--- config.mk ---
export PLATFORM = sky130hd
export DESIGN_NAME = wireworld_generation_step_flat
export DESIGN_NICKNAME = d
export VERILOG_FILES = /design/src/design/wwg_pkg.sv /design/src/design/wwg_if.sv /design/src/design/wwg_ram.sv /design/src/design/wwg_seq.sv /design/src/design/wwg_window.sv /design/src/design/wwg_out_fifo.sv /design/src/design/wireworld_generation_step.sv /design/src/flat_wrapper.sv
export SDC_FILE = /design/constraint.sdc
export NUM_CORES = 1
export LEC_CHECK = 0
export ABC_AREA = 1
export CAP_MARGIN = 20
export CORE_MARGIN = 2
export CORE_UTILIZATION = 55
export CTS_BUF_LIST = sky130_fd_sc_hd__clkbuf_8 sky130_fd_sc_hd__clkbuf_16
export DETAILED_ROUTE_END_ITERATION = 12
export DONT_BUFFER_PORTS = 1
export PLACE_DENSITY = 0.7
export SYNTH_ARGS = -nofsm -noshare
export SYNTH_HDL_FRONTEND = slang
export SYNTH_SLANG_ARGS = --single-unit
--- constraint.sdc ---
create_clock -name clk -period 8.55 [get_ports clk]
set_input_delay 0.4275 -clock clk [delete_from_list [all_inputs] [get_ports clk]]
set_output_delay 0.4275 -clock clk [all_outputs]
set_load 0.02 [all_outputs]
--- src/design/wwg_pkg.sv ---
// ----------------------------------------------------------------------------
// wwg_pkg
// Shared widths, cell codes, token and queue types for the wireworld stepper.
// ----------------------------------------------------------------------------
package wwg_pkg;

  // line buffer geometry
  localparam int MAX_ROW_CELLS = 32;
  localparam int COL_W         = (MAX_ROW_CELLS > 1) ? $clog2(MAX_ROW_CELLS) : 1;
  localparam int LEN_W         = $clog2(MAX_ROW_CELLS + 1);

  // row length register
  localparam int ROW_LEN_W = 6;
  localparam logic [ROW_LEN_W-1:0] ROW_LEN_RESET = 6'd32;

  // cell codes
  localparam int CELL_W = 2;
  typedef logic [CELL_W-1:0] cell_t;
  localparam cell_t CELL_EMPTY = 2'd0;
  localparam cell_t CELL_HEAD  = 2'd1;
  localparam cell_t CELL_TAIL  = 2'd2;
  localparam cell_t CELL_COND  = 2'd3;

  // three columns of one window row, index 0 is the leftmost
  typedef logic [2:0][CELL_W-1:0] row3_t;

  typedef logic [COL_W-1:0] col_t;
  typedef logic [LEN_W-1:0] len_t;
  typedef logic [1:0]       rows_t;

  // output queue
  localparam int OQ_AW       = 3;
  localparam int OQ_DEPTH    = 1 << OQ_AW;
  localparam int OQ_CW       = OQ_AW + 1;
  localparam int OQ_SW       = OQ_CW + 1;
  localparam int OQ_ITEM_MAX = 2;

  typedef enum logic [1:0] {
    SEQ_STREAM,
    SEQ_PREV,
    SEQ_FINAL,
    SEQ_TAIL
  } seq_state_t;

  typedef enum logic [1:0] {
    TOK_NORMAL,
    TOK_PREV,
    TOK_FINAL,
    TOK_TAIL
  } tok_kind_t;

  // one column step issued to the window stage
  typedef struct packed {
    logic      valid;
    tok_kind_t kind;
    col_t      col;
    cell_t     v;
    rows_t     rr;
    logic      clear;
    logic      emit_mid;
    logic      emit_end;
    logic      last;
  } tok_t;

  typedef struct packed {
    logic  we;
    col_t  addr;
    cell_t old_d;
    cell_t rec_d;
  } ram_wr_t;

  typedef struct packed {
    cell_t next_state;
    logic  frame_done;
  } res_t;

  typedef struct packed {
    logic v0;
    logic v1;
    res_t d0;
    res_t d1;
  } push_t;

endpackage

--- src/design/wwg_if.sv ---
// ----------------------------------------------------------------------------
// wwg channel interfaces
// Valid/ready channels for cells in, results out and the row length write.
// ----------------------------------------------------------------------------
interface wwg_cell_if;
  logic          valid;
  logic          ready;
  wwg_pkg::cell_t cell_state;
  logic          frame_end;

  modport source (output valid, output cell_state, output frame_end, input ready);
  modport sink   (input valid, input cell_state, input frame_end, output ready);
endinterface

interface wwg_result_if;
  logic          valid;
  logic          ready;
  wwg_pkg::cell_t next_state;
  logic          frame_done;

  modport source (output valid, output next_state, output frame_done, input ready);
  modport sink   (input valid, input next_state, input frame_done, output ready);
endinterface

interface wwg_cfg_if;
  logic                             valid;
  logic                             ready;
  logic [wwg_pkg::ROW_LEN_W-1:0]    row_length;

  modport source (output valid, output row_length, input ready);
  modport sink   (input valid, input row_length, output ready);
endinterface

--- src/design/wwg_ram.sv ---
// ----------------------------------------------------------------------------
// wwg_ram
// Generic single-write, single-read RAM with registered read data.
// ----------------------------------------------------------------------------
module wwg_ram #(
  parameter int WIDTH = 2,
  parameter int DEPTH = 32
) (
  input  logic                                      clk,
  input  logic                                      we,
  input  logic [((DEPTH > 1) ? $clog2(DEPTH) : 1)-1:0] waddr,
  input  logic [WIDTH-1:0]                          wdata,
  input  logic [((DEPTH > 1) ? $clog2(DEPTH) : 1)-1:0] raddr,
  output logic [WIDTH-1:0]                          rdata
);

  logic [WIDTH-1:0] mem_r [DEPTH];

  always_ff @(posedge clk) begin
    if (we) begin
      mem_r[waddr] <= wdata;
    end
    rdata <= mem_r[raddr];
  end

endmodule

--- src/design/wwg_seq.sv ---
// ----------------------------------------------------------------------------
// wwg_seq
// Column and row counters, row length register and end-of-frame flush sequencer.
// ----------------------------------------------------------------------------
module wwg_seq (
  input  logic          clk,
  input  logic          rst_n,
  wwg_cell_if.sink      in_ch,
  wwg_cfg_if.sink       cfg_ch,
  input  logic          issue_ok,
  output wwg_pkg::tok_t tok
);

  logic [wwg_pkg::ROW_LEN_W-1:0] row_length_r;
  wwg_pkg::seq_state_t           st_r, st_nxt;
  wwg_pkg::col_t                 col_r, col_nxt;
  wwg_pkg::rows_t                rr_r, rr_nxt;
  wwg_pkg::col_t                 fcol_r, fcol_nxt;
  wwg_pkg::col_t                 fc_r, fc_nxt;
  wwg_pkg::rows_t                frr_r, frr_nxt;

  wwg_pkg::len_t                 len;
  wwg_pkg::col_t                 last_col;
  wwg_pkg::col_t                 c;
  logic                          in_ready;

  assign in_ch.ready  = in_ready;
  assign cfg_ch.ready = 1'b1;

  // clamp row length, clamp column
  always_comb begin
    if (row_length_r == '0) begin
      len = wwg_pkg::len_t'(1);
    end else if (row_length_r > wwg_pkg::ROW_LEN_W'(wwg_pkg::MAX_ROW_CELLS)) begin
      len = wwg_pkg::len_t'(wwg_pkg::MAX_ROW_CELLS);
    end else begin
      len = wwg_pkg::len_t'(row_length_r);
    end
    last_col = wwg_pkg::col_t'(len - wwg_pkg::len_t'(1));
    c = (wwg_pkg::len_t'(col_r) >= len) ? last_col : col_r;
  end

  always_comb begin
    st_nxt   = st_r;
    col_nxt  = col_r;
    rr_nxt   = rr_r;
    fcol_nxt = fcol_r;
    fc_nxt   = fc_r;
    frr_nxt  = frr_r;
    in_ready = 1'b0;
    tok      = '0;
    case (st_r)
      wwg_pkg::SEQ_STREAM: begin
        in_ready     = issue_ok;
        tok.valid    = in_ch.valid && issue_ok;
        tok.kind     = wwg_pkg::TOK_NORMAL;
        tok.col      = c;
        tok.v        = in_ch.cell_state;
        tok.rr       = rr_r;
        tok.clear    = (c == '0);
        tok.emit_mid = (rr_r != '0) && (c != '0);
        tok.emit_end = (rr_r != '0) && (c == last_col);
        if (tok.valid) begin
          if (in_ch.frame_end) begin
            fc_nxt  = c;
            frr_nxt = rr_r;
            col_nxt = '0;
            rr_nxt  = '0;
            if ((rr_r != '0) && (c != last_col)) begin
              st_nxt   = wwg_pkg::SEQ_PREV;
              fcol_nxt = wwg_pkg::col_t'(c + 1'b1);
            end else begin
              st_nxt   = wwg_pkg::SEQ_FINAL;
              fcol_nxt = '0;
            end
          end else if (c == last_col) begin
            col_nxt = '0;
            if (rr_r != 2'd2) begin
              rr_nxt = rr_r + 2'd1;
            end
          end else begin
            col_nxt = wwg_pkg::col_t'(c + 1'b1);
          end
        end
      end
      wwg_pkg::SEQ_PREV: begin
        // rest of the row above the final one, nothing below
        tok.valid    = issue_ok;
        tok.kind     = wwg_pkg::TOK_PREV;
        tok.col      = fcol_r;
        tok.rr       = frr_r;
        tok.emit_mid = 1'b1;
        tok.emit_end = (fcol_r == last_col);
        if (issue_ok) begin
          if (fcol_r == last_col) begin
            st_nxt   = wwg_pkg::SEQ_FINAL;
            fcol_nxt = '0;
          end else begin
            fcol_nxt = wwg_pkg::col_t'(fcol_r + 1'b1);
          end
        end
      end
      wwg_pkg::SEQ_FINAL: begin
        // final row replayed from the line buffers
        tok.valid    = issue_ok;
        tok.kind     = wwg_pkg::TOK_FINAL;
        tok.col      = fcol_r;
        tok.rr       = frr_r;
        tok.clear    = (fcol_r == '0);
        tok.emit_mid = (fcol_r != '0);
        tok.emit_end = (fcol_r == last_col);
        tok.last     = (fcol_r == fc_r) && (fc_r == last_col);
        if (issue_ok) begin
          if (fcol_r == fc_r) begin
            if (fc_r == last_col) begin
              st_nxt = wwg_pkg::SEQ_STREAM;
            end else begin
              st_nxt = wwg_pkg::SEQ_TAIL;
            end
          end else begin
            fcol_nxt = wwg_pkg::col_t'(fcol_r + 1'b1);
          end
        end
      end
      wwg_pkg::SEQ_TAIL: begin
        // column right of the short final row
        tok.valid    = issue_ok;
        tok.kind     = wwg_pkg::TOK_TAIL;
        tok.col      = wwg_pkg::col_t'(fc_r + 1'b1);
        tok.rr       = frr_r;
        tok.emit_mid = 1'b1;
        tok.last     = 1'b1;
        if (issue_ok) begin
          st_nxt = wwg_pkg::SEQ_STREAM;
        end
      end
      default: begin
        st_nxt = wwg_pkg::SEQ_STREAM;
      end
    endcase
  end

  always_ff @(posedge clk) begin
    if (!rst_n) begin
      row_length_r <= wwg_pkg::ROW_LEN_RESET;
      st_r         <= wwg_pkg::SEQ_STREAM;
      col_r        <= '0;
      rr_r         <= '0;
      fcol_r       <= '0;
      fc_r         <= '0;
      frr_r        <= '0;
    end else begin
      if (cfg_ch.valid) begin
        row_length_r <= cfg_ch.row_length;
      end
      st_r   <= st_nxt;
      col_r  <= col_nxt;
      rr_r   <= rr_nxt;
      fcol_r <= fcol_nxt;
      fc_r   <= fc_nxt;
      frr_r  <= frr_nxt;
    end
  end

endmodule

--- src/design/wwg_window.sv ---
// ----------------------------------------------------------------------------
// wwg_window
// Read-modify-write stage: forwarding, 3x3 window, cell rule and write-back.
// ----------------------------------------------------------------------------
module wwg_window (
  input  logic             clk,
  input  logic             rst_n,
  input  wwg_pkg::tok_t    tok,
  input  wwg_pkg::cell_t   old_rd,
  input  wwg_pkg::cell_t   rec_rd,
  output wwg_pkg::ram_wr_t wr,
  output wwg_pkg::push_t   push,
  output logic             s1_busy
);

  function automatic wwg_pkg::cell_t next_cell(input wwg_pkg::row3_t t,
                                               input wwg_pkg::row3_t m,
                                               input wwg_pkg::row3_t b);
    logic [3:0]     heads;
    wwg_pkg::cell_t res;
    heads = 4'd0;
    for (int k = 0; k < 3; k++) begin
      heads = heads + 4'(t[k] == wwg_pkg::CELL_HEAD) + 4'(b[k] == wwg_pkg::CELL_HEAD);
    end
    heads = heads + 4'(m[0] == wwg_pkg::CELL_HEAD) + 4'(m[2] == wwg_pkg::CELL_HEAD);
    case (m[1])
      wwg_pkg::CELL_HEAD: res = wwg_pkg::CELL_TAIL;
      wwg_pkg::CELL_TAIL: res = wwg_pkg::CELL_COND;
      wwg_pkg::CELL_COND: begin
        res = ((heads == 4'd1) || (heads == 4'd2)) ? wwg_pkg::CELL_HEAD : wwg_pkg::CELL_COND;
      end
      default: res = m[1];
    endcase
    return res;
  endfunction

  wwg_pkg::tok_t   tok_r;
  wwg_pkg::cell_t  win_lo_r [3];
  wwg_pkg::cell_t  win_hi_r [3];

  logic            lw_valid_r;
  wwg_pkg::col_t   lw_addr_r;
  wwg_pkg::cell_t  lw_old_r;
  wwg_pkg::cell_t  lw_rec_r;

  logic            hit;
  wwg_pkg::cell_t  old_q;
  wwg_pkg::cell_t  rec_q;
  wwg_pkg::cell_t  nv [3];
  wwg_pkg::row3_t  w [3];
  wwg_pkg::row3_t  e [3];
  wwg_pkg::cell_t  mid_v;
  wwg_pkg::cell_t  end_v;
  logic            both;

  assign s1_busy = tok_r.valid;

  always_comb begin
    // latest write wins over the ram's old data
    hit   = lw_valid_r && (lw_addr_r == tok_r.col);
    old_q = hit ? lw_old_r : old_rd;
    rec_q = hit ? lw_rec_r : rec_rd;

    nv[0] = wwg_pkg::CELL_EMPTY;
    nv[1] = wwg_pkg::CELL_EMPTY;
    nv[2] = wwg_pkg::CELL_EMPTY;
    case (tok_r.kind)
      wwg_pkg::TOK_NORMAL: begin
        nv[0] = (tok_r.rr >= 2'd2) ? old_q : wwg_pkg::CELL_EMPTY;
        nv[1] = (tok_r.rr != '0) ? rec_q : wwg_pkg::CELL_EMPTY;
        nv[2] = tok_r.v;
      end
      wwg_pkg::TOK_PREV: begin
        nv[0] = (tok_r.rr >= 2'd2) ? old_q : wwg_pkg::CELL_EMPTY;
        nv[1] = rec_q;
      end
      wwg_pkg::TOK_FINAL: begin
        nv[0] = old_q;
        nv[1] = rec_q;
      end
      wwg_pkg::TOK_TAIL: begin
        nv[0] = (tok_r.rr != '0) ? rec_q : wwg_pkg::CELL_EMPTY;
      end
      default: begin
        nv[0] = wwg_pkg::CELL_EMPTY;
      end
    endcase

    for (int r = 0; r < 3; r++) begin
      w[r][0] = tok_r.clear ? wwg_pkg::CELL_EMPTY : win_lo_r[r];
      w[r][1] = tok_r.clear ? wwg_pkg::CELL_EMPTY : win_hi_r[r];
      w[r][2] = nv[r];
      e[r][0] = w[r][1];
      e[r][1] = w[r][2];
      e[r][2] = wwg_pkg::CELL_EMPTY;
    end

    mid_v = next_cell(w[0], w[1], w[2]);
    end_v = next_cell(e[0], e[1], e[2]);
    both  = tok_r.emit_mid && tok_r.emit_end;

    push.v0            = tok_r.valid && (tok_r.emit_mid || tok_r.emit_end);
    push.d0.next_state = tok_r.emit_mid ? mid_v : end_v;
    push.d0.frame_done = tok_r.last && !both;
    push.v1            = tok_r.valid && both;
    push.d1.next_state = end_v;
    push.d1.frame_done = tok_r.last;

    wr.we    = tok_r.valid && (tok_r.kind == wwg_pkg::TOK_NORMAL);
    wr.addr  = tok_r.col;
    wr.old_d = nv[1];
    wr.rec_d = nv[2];
  end

  always_ff @(posedge clk) begin
    if (!rst_n) begin
      tok_r      <= '0;
      lw_valid_r <= 1'b0;
      for (int r = 0; r < 3; r++) begin
        win_lo_r[r] <= wwg_pkg::CELL_EMPTY;
        win_hi_r[r] <= wwg_pkg::CELL_EMPTY;
      end
    end else begin
      tok_r <= tok;
      if (tok_r.valid) begin
        for (int r = 0; r < 3; r++) begin
          win_lo_r[r] <= w[r][1];
          win_hi_r[r] <= w[r][2];
        end
      end
      if (wr.we) begin
        lw_valid_r <= 1'b1;
      end
    end
  end

  always_ff @(posedge clk) begin
    if (wr.we) begin
      lw_addr_r <= wr.addr;
      lw_old_r  <= wr.old_d;
      lw_rec_r  <= wr.rec_d;
    end
  end

endmodule

--- src/design/wwg_out_fifo.sv ---
// ----------------------------------------------------------------------------
// wwg_out_fifo
// Result queue taking up to two items a cycle and giving one when the consumer is ready.
// ----------------------------------------------------------------------------
module wwg_out_fifo (
  input  logic                      clk,
  input  logic                      rst_n,
  input  wwg_pkg::push_t            push,
  wwg_result_if.source              out_ch,
  output logic [wwg_pkg::OQ_CW-1:0] count
);

  wwg_pkg::res_t             mem_r [wwg_pkg::OQ_DEPTH];
  logic [wwg_pkg::OQ_AW-1:0] wr_ptr_r, wr_ptr_nxt;
  logic [wwg_pkg::OQ_AW-1:0] rd_ptr_r, rd_ptr_nxt;
  logic [wwg_pkg::OQ_CW-1:0] count_r, count_nxt;
  logic [1:0]                n_push;
  logic                      pop;

  assign out_ch.valid      = (count_r != '0);
  assign out_ch.next_state = mem_r[rd_ptr_r].next_state;
  assign out_ch.frame_done = mem_r[rd_ptr_r].frame_done;
  assign count             = count_r;

  always_comb begin
    pop        = out_ch.valid && out_ch.ready;
    n_push     = {1'b0, push.v0} + {1'b0, push.v1};
    wr_ptr_nxt = wr_ptr_r + wwg_pkg::OQ_AW'(n_push);
    rd_ptr_nxt = rd_ptr_r + wwg_pkg::OQ_AW'(pop);
    count_nxt  = count_r + wwg_pkg::OQ_CW'(n_push) - wwg_pkg::OQ_CW'(pop);
  end

  always_ff @(posedge clk) begin
    if (!rst_n) begin
      wr_ptr_r <= '0;
      rd_ptr_r <= '0;
      count_r  <= '0;
    end else begin
      wr_ptr_r <= wr_ptr_nxt;
      rd_ptr_r <= rd_ptr_nxt;
      count_r  <= count_nxt;
    end
  end

  always_ff @(posedge clk) begin
    if (push.v0) begin
      mem_r[wr_ptr_r] <= push.d0;
    end
    if (push.v1) begin
      mem_r[wr_ptr_r + wwg_pkg::OQ_AW'(1)] <= push.d1;
    end
  end

endmodule

--- src/design/wireworld_generation_step.sv ---
// ----------------------------------------------------------------------------
// wireworld_generation_step
// A cell's result is formed in the registered window stage from the item of the row below it, then queued.
// Throughput: 1 cell per cycle while the queue has room, bounded by the line buffer read-modify-write.
// At frame end input stalls while the buffered rows are flushed, longer if the queue fills.
// Reset: synchronous active low, clears counters, window and queue; line
// buffers keep old contents and get no clearing pass.
// ----------------------------------------------------------------------------
module wireworld_generation_step (
  input  logic         clk,
  input  logic         rst_n,
  wwg_cell_if.sink     in_ch,
  wwg_result_if.source out_ch,
  wwg_cfg_if.sink      cfg_ch
);

  // issue side: one column token a cycle while the queue has room, stream or flush
  wwg_pkg::tok_t              tok;
  logic                       issue_ok;

  // line buffer ports
  wwg_pkg::ram_wr_t           wr;
  wwg_pkg::cell_t             old_rd;
  wwg_pkg::cell_t             rec_rd;

  // window stage to queue
  wwg_pkg::push_t             push;
  logic                       s1_busy;
  logic [wwg_pkg::OQ_CW-1:0]  oq_count;
  logic [wwg_pkg::OQ_SW-1:0]  oq_demand;

  // a token may issue only if the queue can absorb the worst case of the
  // token already in the window stage plus this one, two results each
  always_comb begin
    oq_demand = wwg_pkg::OQ_SW'(oq_count)
              + (s1_busy ? wwg_pkg::OQ_SW'(wwg_pkg::OQ_ITEM_MAX) : '0);
    issue_ok  = (oq_demand <= wwg_pkg::OQ_SW'(wwg_pkg::OQ_DEPTH - wwg_pkg::OQ_ITEM_MAX));
  end

  // counters, row length register and the end-of-frame flush walk
  wwg_seq u_seq (
    .clk      (clk),
    .rst_n    (rst_n),
    .in_ch    (in_ch),
    .cfg_ch   (cfg_ch),
    .issue_ok (issue_ok),
    .tok      (tok)
  );

  // row two above the incoming cell
  wwg_ram #(
    .WIDTH (wwg_pkg::CELL_W),
    .DEPTH (wwg_pkg::MAX_ROW_CELLS)
  ) u_older_ram (
    .clk   (clk),
    .we    (wr.we),
    .waddr (wr.addr),
    .wdata (wr.old_d),
    .raddr (tok.col),
    .rdata (old_rd)
  );

  // row directly above the incoming cell
  wwg_ram #(
    .WIDTH (wwg_pkg::CELL_W),
    .DEPTH (wwg_pkg::MAX_ROW_CELLS)
  ) u_recent_ram (
    .clk   (clk),
    .we    (wr.we),
    .waddr (wr.addr),
    .wdata (wr.rec_d),
    .raddr (tok.col),
    .rdata (rec_rd)
  );

  // read data lands here in the cycle after issue; write-back in the same cycle
  wwg_window u_window (
    .clk     (clk),
    .rst_n   (rst_n),
    .tok     (tok),
    .old_rd  (old_rd),
    .rec_rd  (rec_rd),
    .wr      (wr),
    .push    (push),
    .s1_busy (s1_busy)
  );

  // end of row gives two results, start of row none: the queue evens it out
  wwg_out_fifo u_out_fifo (
    .clk    (clk),
    .rst_n  (rst_n),
    .push   (push),
    .out_ch (out_ch),
    .count  (oq_count)
  );

endmodule
--- src/flat_wrapper.sv ---
// flat-port wrapper written by rule: the top's interface ports become plain ports
module wireworld_generation_step_flat 
  (clk, rst_n, in_ch_valid, in_ch_cell_state, in_ch_frame_end, in_ch_ready, out_ch_valid, out_ch_next_state, out_ch_frame_done, out_ch_ready, cfg_ch_valid, cfg_ch_row_length, cfg_ch_ready);
  wwg_cell_if in_ch_i ();
  wwg_result_if out_ch_i ();
  wwg_cfg_if cfg_ch_i ();
  input  logic clk;
  input  logic rst_n;
  input wire logic [$bits(in_ch_i.valid)-1:0] in_ch_valid;
  input wire logic [$bits(in_ch_i.cell_state)-1:0] in_ch_cell_state;
  input wire logic [$bits(in_ch_i.frame_end)-1:0] in_ch_frame_end;
  output wire logic [$bits(in_ch_i.ready)-1:0] in_ch_ready;
  output wire logic [$bits(out_ch_i.valid)-1:0] out_ch_valid;
  output wire logic [$bits(out_ch_i.next_state)-1:0] out_ch_next_state;
  output wire logic [$bits(out_ch_i.frame_done)-1:0] out_ch_frame_done;
  input wire logic [$bits(out_ch_i.ready)-1:0] out_ch_ready;
  input wire logic [$bits(cfg_ch_i.valid)-1:0] cfg_ch_valid;
  input wire logic [$bits(cfg_ch_i.row_length)-1:0] cfg_ch_row_length;
  output wire logic [$bits(cfg_ch_i.ready)-1:0] cfg_ch_ready;
  assign in_ch_i.valid = in_ch_valid;
  assign in_ch_i.cell_state = in_ch_cell_state;
  assign in_ch_i.frame_end = in_ch_frame_end;
  assign in_ch_ready = in_ch_i.ready;
  assign out_ch_valid = out_ch_i.valid;
  assign out_ch_next_state = out_ch_i.next_state;
  assign out_ch_frame_done = out_ch_i.frame_done;
  assign out_ch_i.ready = out_ch_ready;
  assign cfg_ch_i.valid = cfg_ch_valid;
  assign cfg_ch_i.row_length = cfg_ch_row_length;
  assign cfg_ch_ready = cfg_ch_i.ready;
  wireworld_generation_step u_core (.clk(clk), .rst_n(rst_n), .in_ch(in_ch_i), .out_ch(out_ch_i), .cfg_ch(cfg_ch_i));
endmodule
# Word-level counts from Yosys, hierarchy flattened
# Memory sizes are Yosys's and may differ from the RTL's. A register that Yosys moved wholly into a read port is not among the register bits.
# Cells that the tools add are included.
[op_classes]
n_shift = 0
n_eq_ne = 38
n_mux = 69
n_lt_le_gt_ge = 4
addsub = 23
n_div = 0
reduce_logical = 40
bitwise_logic = 6
n_mul = 0
[op_table]
columns = ["operator", "count"]
rows = [
  ["two-way mux 2 bit", 33],
  ["two-way mux 5 bit", 10],
  ["case mux 8 bit (4 select lines)", 1],
  ["equality test 5 bit", 5],
  ["equality test 2 x 1 -> 1 bit, second input constant", 11],
  ["adder 4 x 1 -> 4 bit", 5],
  ["inequality test 2 bit, second input constant", 9],
  ["case mux 2 bit (3 select lines)", 3],
  ["equality test 2 bit, second input constant", 8],
  ["adder 5 x 1 -> 5 bit, second input constant", 3],
  ["case mux 5 bit (3 select lines)", 1],
  ["logical AND 1 bit", 12],
  ["two-way mux 6 bit", 2],
  ["two-way mux 1 bit", 11],
  ["zero test 5 bit", 2],
  ["nonzero test 5 bit", 2],
  ["adder 3 x 1 -> 4 bit", 2],
  ["equality test 4 x 1 -> 1 bit, second input constant", 2],
  ["equality test 4 x 2 -> 1 bit, second input constant", 2],
  ["case mux 2 bit (2 select lines)", 2],
  ["case mux 2 bit (4 select lines)", 1],
  ["nonzero test 2 bit", 4],
  ["OR reduction 2 bit", 4],
  ["AND reduction 7 bit", 1],
  ["other kinds (30)", 44],
]
[word_totals]
mem_bits_ro = 0
ff_bits = 63
inputBits = 14
mem_bits_rw = 164
out_inout_bits = 6
memories = 5
latch_bits = 0
wordCells = 208
[mem_list]
columns = ["name", "depth", "width", "rd", "rd_clocked_by_memory_dff", "write_ports", "line", "source"]
rows = [
  ["u_core.u_older_ram.mem_r", 32, 2, 1, 1, 1, "wwg_ram.sv:17", "logic [WIDTH-1:0] mem_r [DEPTH];"],
  ["u_core.u_recent_ram.mem_r", 32, 2, 1, 1, 1, "wwg_ram.sv:17", ""],
  ["u_core.u_out_fifo.mem_r", 8, 3, 1, 1, 2, "wwg_out_fifo.sv:13", "wwg_pkg::res_t mem_r [wwg_pkg::OQ_DEPTH];"],
  ["u_core.u_window.win_hi_r", 3, 2, 3, 0, 3, "wwg_window.sv:39", "wwg_pkg::cell_t win_hi_r [3];"],
  ["u_core.u_window.win_lo_r", 3, 2, 3, 0, 3, "wwg_window.sv:38", "wwg_pkg::cell_t win_lo_r [3];"],
]

# Logic depth before layout (Yosys ltp)
[depth]
ltp_word = 15
ltp_mapped = 25

# Modules after synthesis
# Synthesis repeated with hierarchy kept, for this count alone.
[hier_totals]
cells_unflattened = 1476
hier_area_um2 = 12554.5
[by_module_without_submodules]
columns = ["module", "area_per_inst_um2", "cells_each", "seq_area_each_um2", "instances"]
rows = [
  ["wwg_ram", 2906.5, 269, 1961.9, 2],
  ["wwg_seq", 2468.6, 402, 540.5, 1],
  ["wwg_out_fifo", 2162.1, 289, 920.9, 1],
  ["wwg_window", 2045.7, 236, 970.9, 1],
  ["wireworld_generation_step", 65.1, 11, 0.0, 1],
]

# Least setup slack after synthesis
# OpenSTA, ideal clock, no wires.
[synth_timing]
kind = "register to register"
startpoint = "register u_core.u_window.tok_r[13] (netlist name)"
endpoint = "memory u_core.u_out_fifo.mem_r[0][2] (netlist name), data pin"
setup_ns = 0.130
path_stages_with_launch = 21
required_time_ns = 8.420
n_path_buf = 0
arrival_ns = 3.869
slack_ns = 4.551
path_cell_list = "dfxtp_1 > inv_1 > ha_1 > nand2_1 > inv_1 > nand2_1 > fa_1 > or2_2 > nand2_1 > inv_1 > ha_1 > ha_1 > fa_1 > or2_2 > nand2_1 > nor2_1 > a21oi_1 > nor2_1 > nand2_1 > nand3_1 > nand2_1"
[synth_rtl]
columns = ["item", "line", "source"]
rows = [
  ["from (decl)", "wwg_window.sv:37", "wwg_pkg::tok_t tok_r;"],
  ["from (signal assigned)", "wwg_window.sv:124", "tok_r <= tok;"],
  ["to (decl)", "wwg_out_fifo.sv:13", ""],
]

==> flow_summary_export.csv <==
group,metric,value,unit
cts,cts_buffer_depth,3,
worst_setup_path,crit_fanout,34,
sta,fmax,211.8,MHz
placed_design,dp_hpwl,17.31,mm
synth,yosys_warnings,0,
placed_design,numPortBuffers,0,
synth,avgSynthCellArea,8.862,um2
worst_setup_path,crit_path_frequent_cell,"nand2_1",
detailed_routing,drt_pass1_iterations,5,
worst_setup_path,crit_path_start_kind,"register",
detailed_routing,ant_nets,0,
detailed_routing,wire_per_inst,15.68,um
finish,mostFrequentLayoutCell,"nand2_1",
worst_setup_path,reg2reg_slack,3.83,ns
job,drv_cap,0,
sta,hold_slack,0.03109,ns
finish,fin_util,61.56,%
finish,syn_to_final_growth,9.099,%
power_and_ir_drop,p_leak,5.582,nW
detailed_routing,vias_per_cell,5.407,
detailed_routing,drc,0,
sta,finalClockSkew,0.01324,ns
cts,clkTransAtPathRegs,0.06,ns
synth,synth_edf_count,173,
sta,slew_headroom,31.04,%
worst_hold_path,hp-class,"in -> reg",
detailed_routing,wl,25.72,mm
sta,setup_viol_count_final,0,
floorplanning,num_io_pins,20,
cts,clk_latency,0.54,ns
worst_setup_path,worstPathCellList,"inv_1 -> ha_1 -> nand2_1 -> inv_1 -> nand2_1 -> fa_1 -> or2_2 -> nand2_1 -> inv_1 -> ha_1 -> ha_1 -> fa_1 -> or2_2 -> nand2_1 -> nor2_1 -> a21oi_1 -> nor2_1 -> nand2_1 -> nand3_1 -> nand2_1",
cts,cts.sinks,231,
sta,worst_pin_slew,1.033,ns
power_and_ir_drop,p_per_area,359.3,nW/um2
global_route,grt_max_degree,62,
detailed_routing,num_vias,8868,
power_and_ir_drop,max-vdd-ir-drop,198.5,uV
worst_setup_path,cp.arrival,5.12,ns
sta,setup_ws,3.830,ns
worst_setup_path,cp_data_required_time,8.95,ns
sta,setup_tns,0,ns
worst_hold_path,hold_depth,2,
finish,final_cell_mix,"nand2_1 (267), inv_1 (215), edfxtp_1 (173)",
worst_setup_path,slowest_stage,"inv_1",
worst_setup_path,cpPeakStageDelay,0.75,ns
global_route,antenna_found_initial,0,
worst_setup_path,crit_path_end_kind,"register",
floorplanning,start_util,56.43,%
worst_setup_path,worstSetupPathType,"reg -> reg",
floorplanning,core_area,21150,um2
finish,drive_above_1_share,6.886,%
placed_design,gp_congestion,0.9065,
floorplanning,dieArea,22900,um2
placed_design,pre_cts_ws,3.858,ns
sta,timing.final.crit_share,55.21,%
cts,ctsResizeCount,0,
global_route,grt_pass1_vias,8253,
sta,final_max_slew_viol_count,0,
synth,syn_nets,1407,
power_and_ir_drop,power,4.679,mW
detailed_routing,drt_iter0_markers,744,
synth,ys.flop_type,"edfxtp_1",
cts,cts_htree_levels,1,
global_route,grt_first_pass_wirelength,40.93,mm
worst_hold_path,min_from,"cfg_ch_row_length[1]",
worst_setup_path,r2r-start,"u_core.u_window.tok_r[13]",
global_route,grt_use_total,22.80,%
outcome,status,"finished, final reports clean",
floorplanning,rows,53,
finish,nFillCells,1791,
cts,cts_made_buffers,25,
sta,finalHoldViolCount,0,
floorplanning,fp.dieW,151.3,um
synth,synth.distinct_cells,45,
global_route,grt_overflow_total,0,
synth,synth_seq_cells,231,
worst_hold_path,worstHoldEndpoint,"u_core.u_seq.row_length_r[1]",
worst_setup_path,worst_r2r_endpoint,"u_core.u_out_fifo.mem_r[2][2]",
worst_setup_path,r2r_cells,20,
cts,cts_tree,"yes",
cts,cts_setup_buffers,0,
synth,synth_cells,1347,
finish,nNetsFinal,1406,
floorplanning,die_y,151.3,um
synth,synth_area,11940,um2
synth,async_flop_share,0,%
sta,fin_crit,4.721,ns
finish,diodes,0,
sta,rsz0062_at_grt,"no",
cts,cts_root_buffer,"clkbuf_16",
synth,synth_seq_area_share,53.25,%
==> cells in the mapped netlist (2+ instances only) <==
| library cell | count | area share [%] |
|---|---|---|
| fa_1 | 6 | 1.0 |
| nand4_2 | 2 | 0.21 |
| inv_1 | 213 | 6.7 |
| a31oi_1 | 5 | 0.26 |
| nor2_2 | 2 | 0.10 |
| nand2_2 | 8 | 0.42 |
| or2_1 | 3 | 0.16 |
| buf_6 | 9 | 0.85 |
| o21ai_2 | 3 | 0.22 |
| xor2_1 | 13 | 0.95 |
| xnor2_1 | 5 | 0.37 |
| nand3_2 | 3 | 0.25 |
| nand3b_1 | 14 | 0.88 |
| nand3_1 | 149 | 6.2 |
| nand2_1 | 267 | 8.4 |
| o21ai_0 | 60 | 2.5 |
| o22ai_1 | 5 | 0.26 |
| inv_2 | 12 | 0.38 |
| nand2_4 | 3 | 0.28 |
| o211ai_1 | 20 | 1.3 |
| a21oi_1 | 49 | 2.1 |
| dfxtp_1 | 58 | 9.7 |
| buf_4 | 8 | 0.50 |
| nor2_1 | 155 | 4.9 |
| clkbuf_1 | 12 | 0.38 |
| edfxtp_1 | 173 | 44 |
| nand4_1 | 15 | 0.79 |
| nor3_1 | 5 | 0.21 |
| o32ai_1 | 2 | 0.15 |
| buf_2 | 6 | 0.25 |
| ha_1 | 40 | 4.2 |
| or2_2 | 8 | 0.42 |
| o21ai_1 | 2 | 0.084 |
==> power breakdown <==
part	internal (mW)	leakage [nW]	total (mW)	switching (mW)
Sequential	1.39	2.09	1.48	0.0973
Clock	0.711	0.455	1.17	0.456
Combinational	0.612	3.04	2.03	1.42
==> registers in the layout, summed over array words and instances, names as in the netlist, 5 cells and up <==
name and count:
u_core.u_window.win_lo_r 6, u_core.u_seq.row_length_r 6, u_core.u_window.lw_addr_r 5, u_core.u_window.win_hi_r 6, u_core.u_window.wr 5, u_core.u_seq.fc_r 5
u_core.u_seq.col_r 5, u_core.u_out_fifo.mem_r 24, u_core.u_older_ram.mem_r 64, u_core.u_seq.fcol_r 5, u_core.u_window.tok_r 9, u_core.u_recent_ram.mem_r 64
==> metrics by stage <==
stage / instance area (um2) / instances
floorplan: 11940 / 1347
global placement: 12070 / 1591
detailed placement: 12070 / 1591
CTS: 13000 / 1639
global route: 13020 / 1640
finish: 13020 / 1640
==> layout make-up <==
| cell class | count | area [um2] | share of cell area, % |
|---|---|---|---|
| multi-input cells | 856 | 4499 | 34.55 |
| clock buffers | 27 | 653.1 | 5.015 |
| clock inverters | 19 | 247.7 | 1.902 |
| repair buffers | 7 | 77.57 | 0.5957 |
| flip-flops and latches | 231 | 6356 | 48.81 |
| inverters | 225 | 844.6 | 6.485 |
| well taps | 275 | 344.1 | 2.642 |
==> what timing repair did <==
action	in CTS	in global routing
hold buffers	2	0
endpoints found under the hold margin	7	0
endpoints found under the setup margin	0	0
==> how the worst max path moves through the flow <==
stage	start	to	cells past startpoint
6_report	u_core.u_window.tok_r[13]	u_core.u_out_fifo.mem_r[2][2]	20
3_3_place_gp	u_core.u_window.tok_r[13]	u_core.u_out_fifo.mem_r[3][2]	20
4_1_cts	u_core.u_window.tok_r[13]	u_core.u_out_fifo.mem_r[6][2]	20
5_1_grt	u_core.u_window.tok_r[13]	u_core.u_out_fifo.mem_r[2][2]	20
2_1_floorplan	u_core.u_window.tok_r[13]	u_core.u_out_fifo.mem_r[0][2]	20
3_5_place_dp	u_core.u_window.tok_r[13]	u_core.u_out_fifo.mem_r[2][2]	20
==> metal layers <==
layer	GRT usage [%]	wire length, um
met5	0	0
met4	5.467	385
met3	3.494	1646
met2	37.42	12010
met1	32.01	11680
==> critical path, delay by kind of cell, from the launching register on <==
| kind | cells | cell delay [ns] |
|---|---|---|
| compound gates | 1 | 0.13 |
| fa+ha+maj | 5 | 1.70 |
| buf+inv | 3 | 0.87 |
| flops | 1 | 0.31 |
| simple gates | 11 | 1.57 |
==> cells by family (layout without fill, tap and decap cells) <==
| group | count (synthesis) | after routing | synth area share, % |
|---|---|---|---|
| DFF | 231 | 231 | 53.25 |
| and+or+nand+nor | 636 | 636 | 23.44 |
| buffers and inverters | 260 | 278 | 9.057 |
| adders and majority gates | 46 | 46 | 5.199 |
| xor gates and xnor gates | 19 | 19 | 1.457 |
| AOI/OAI and AO/OA | 154 | 154 | 7.568 |
| other | 1 | 1 | 0.03142 |
Note: power is estimated with default switching activity, not from simulation.
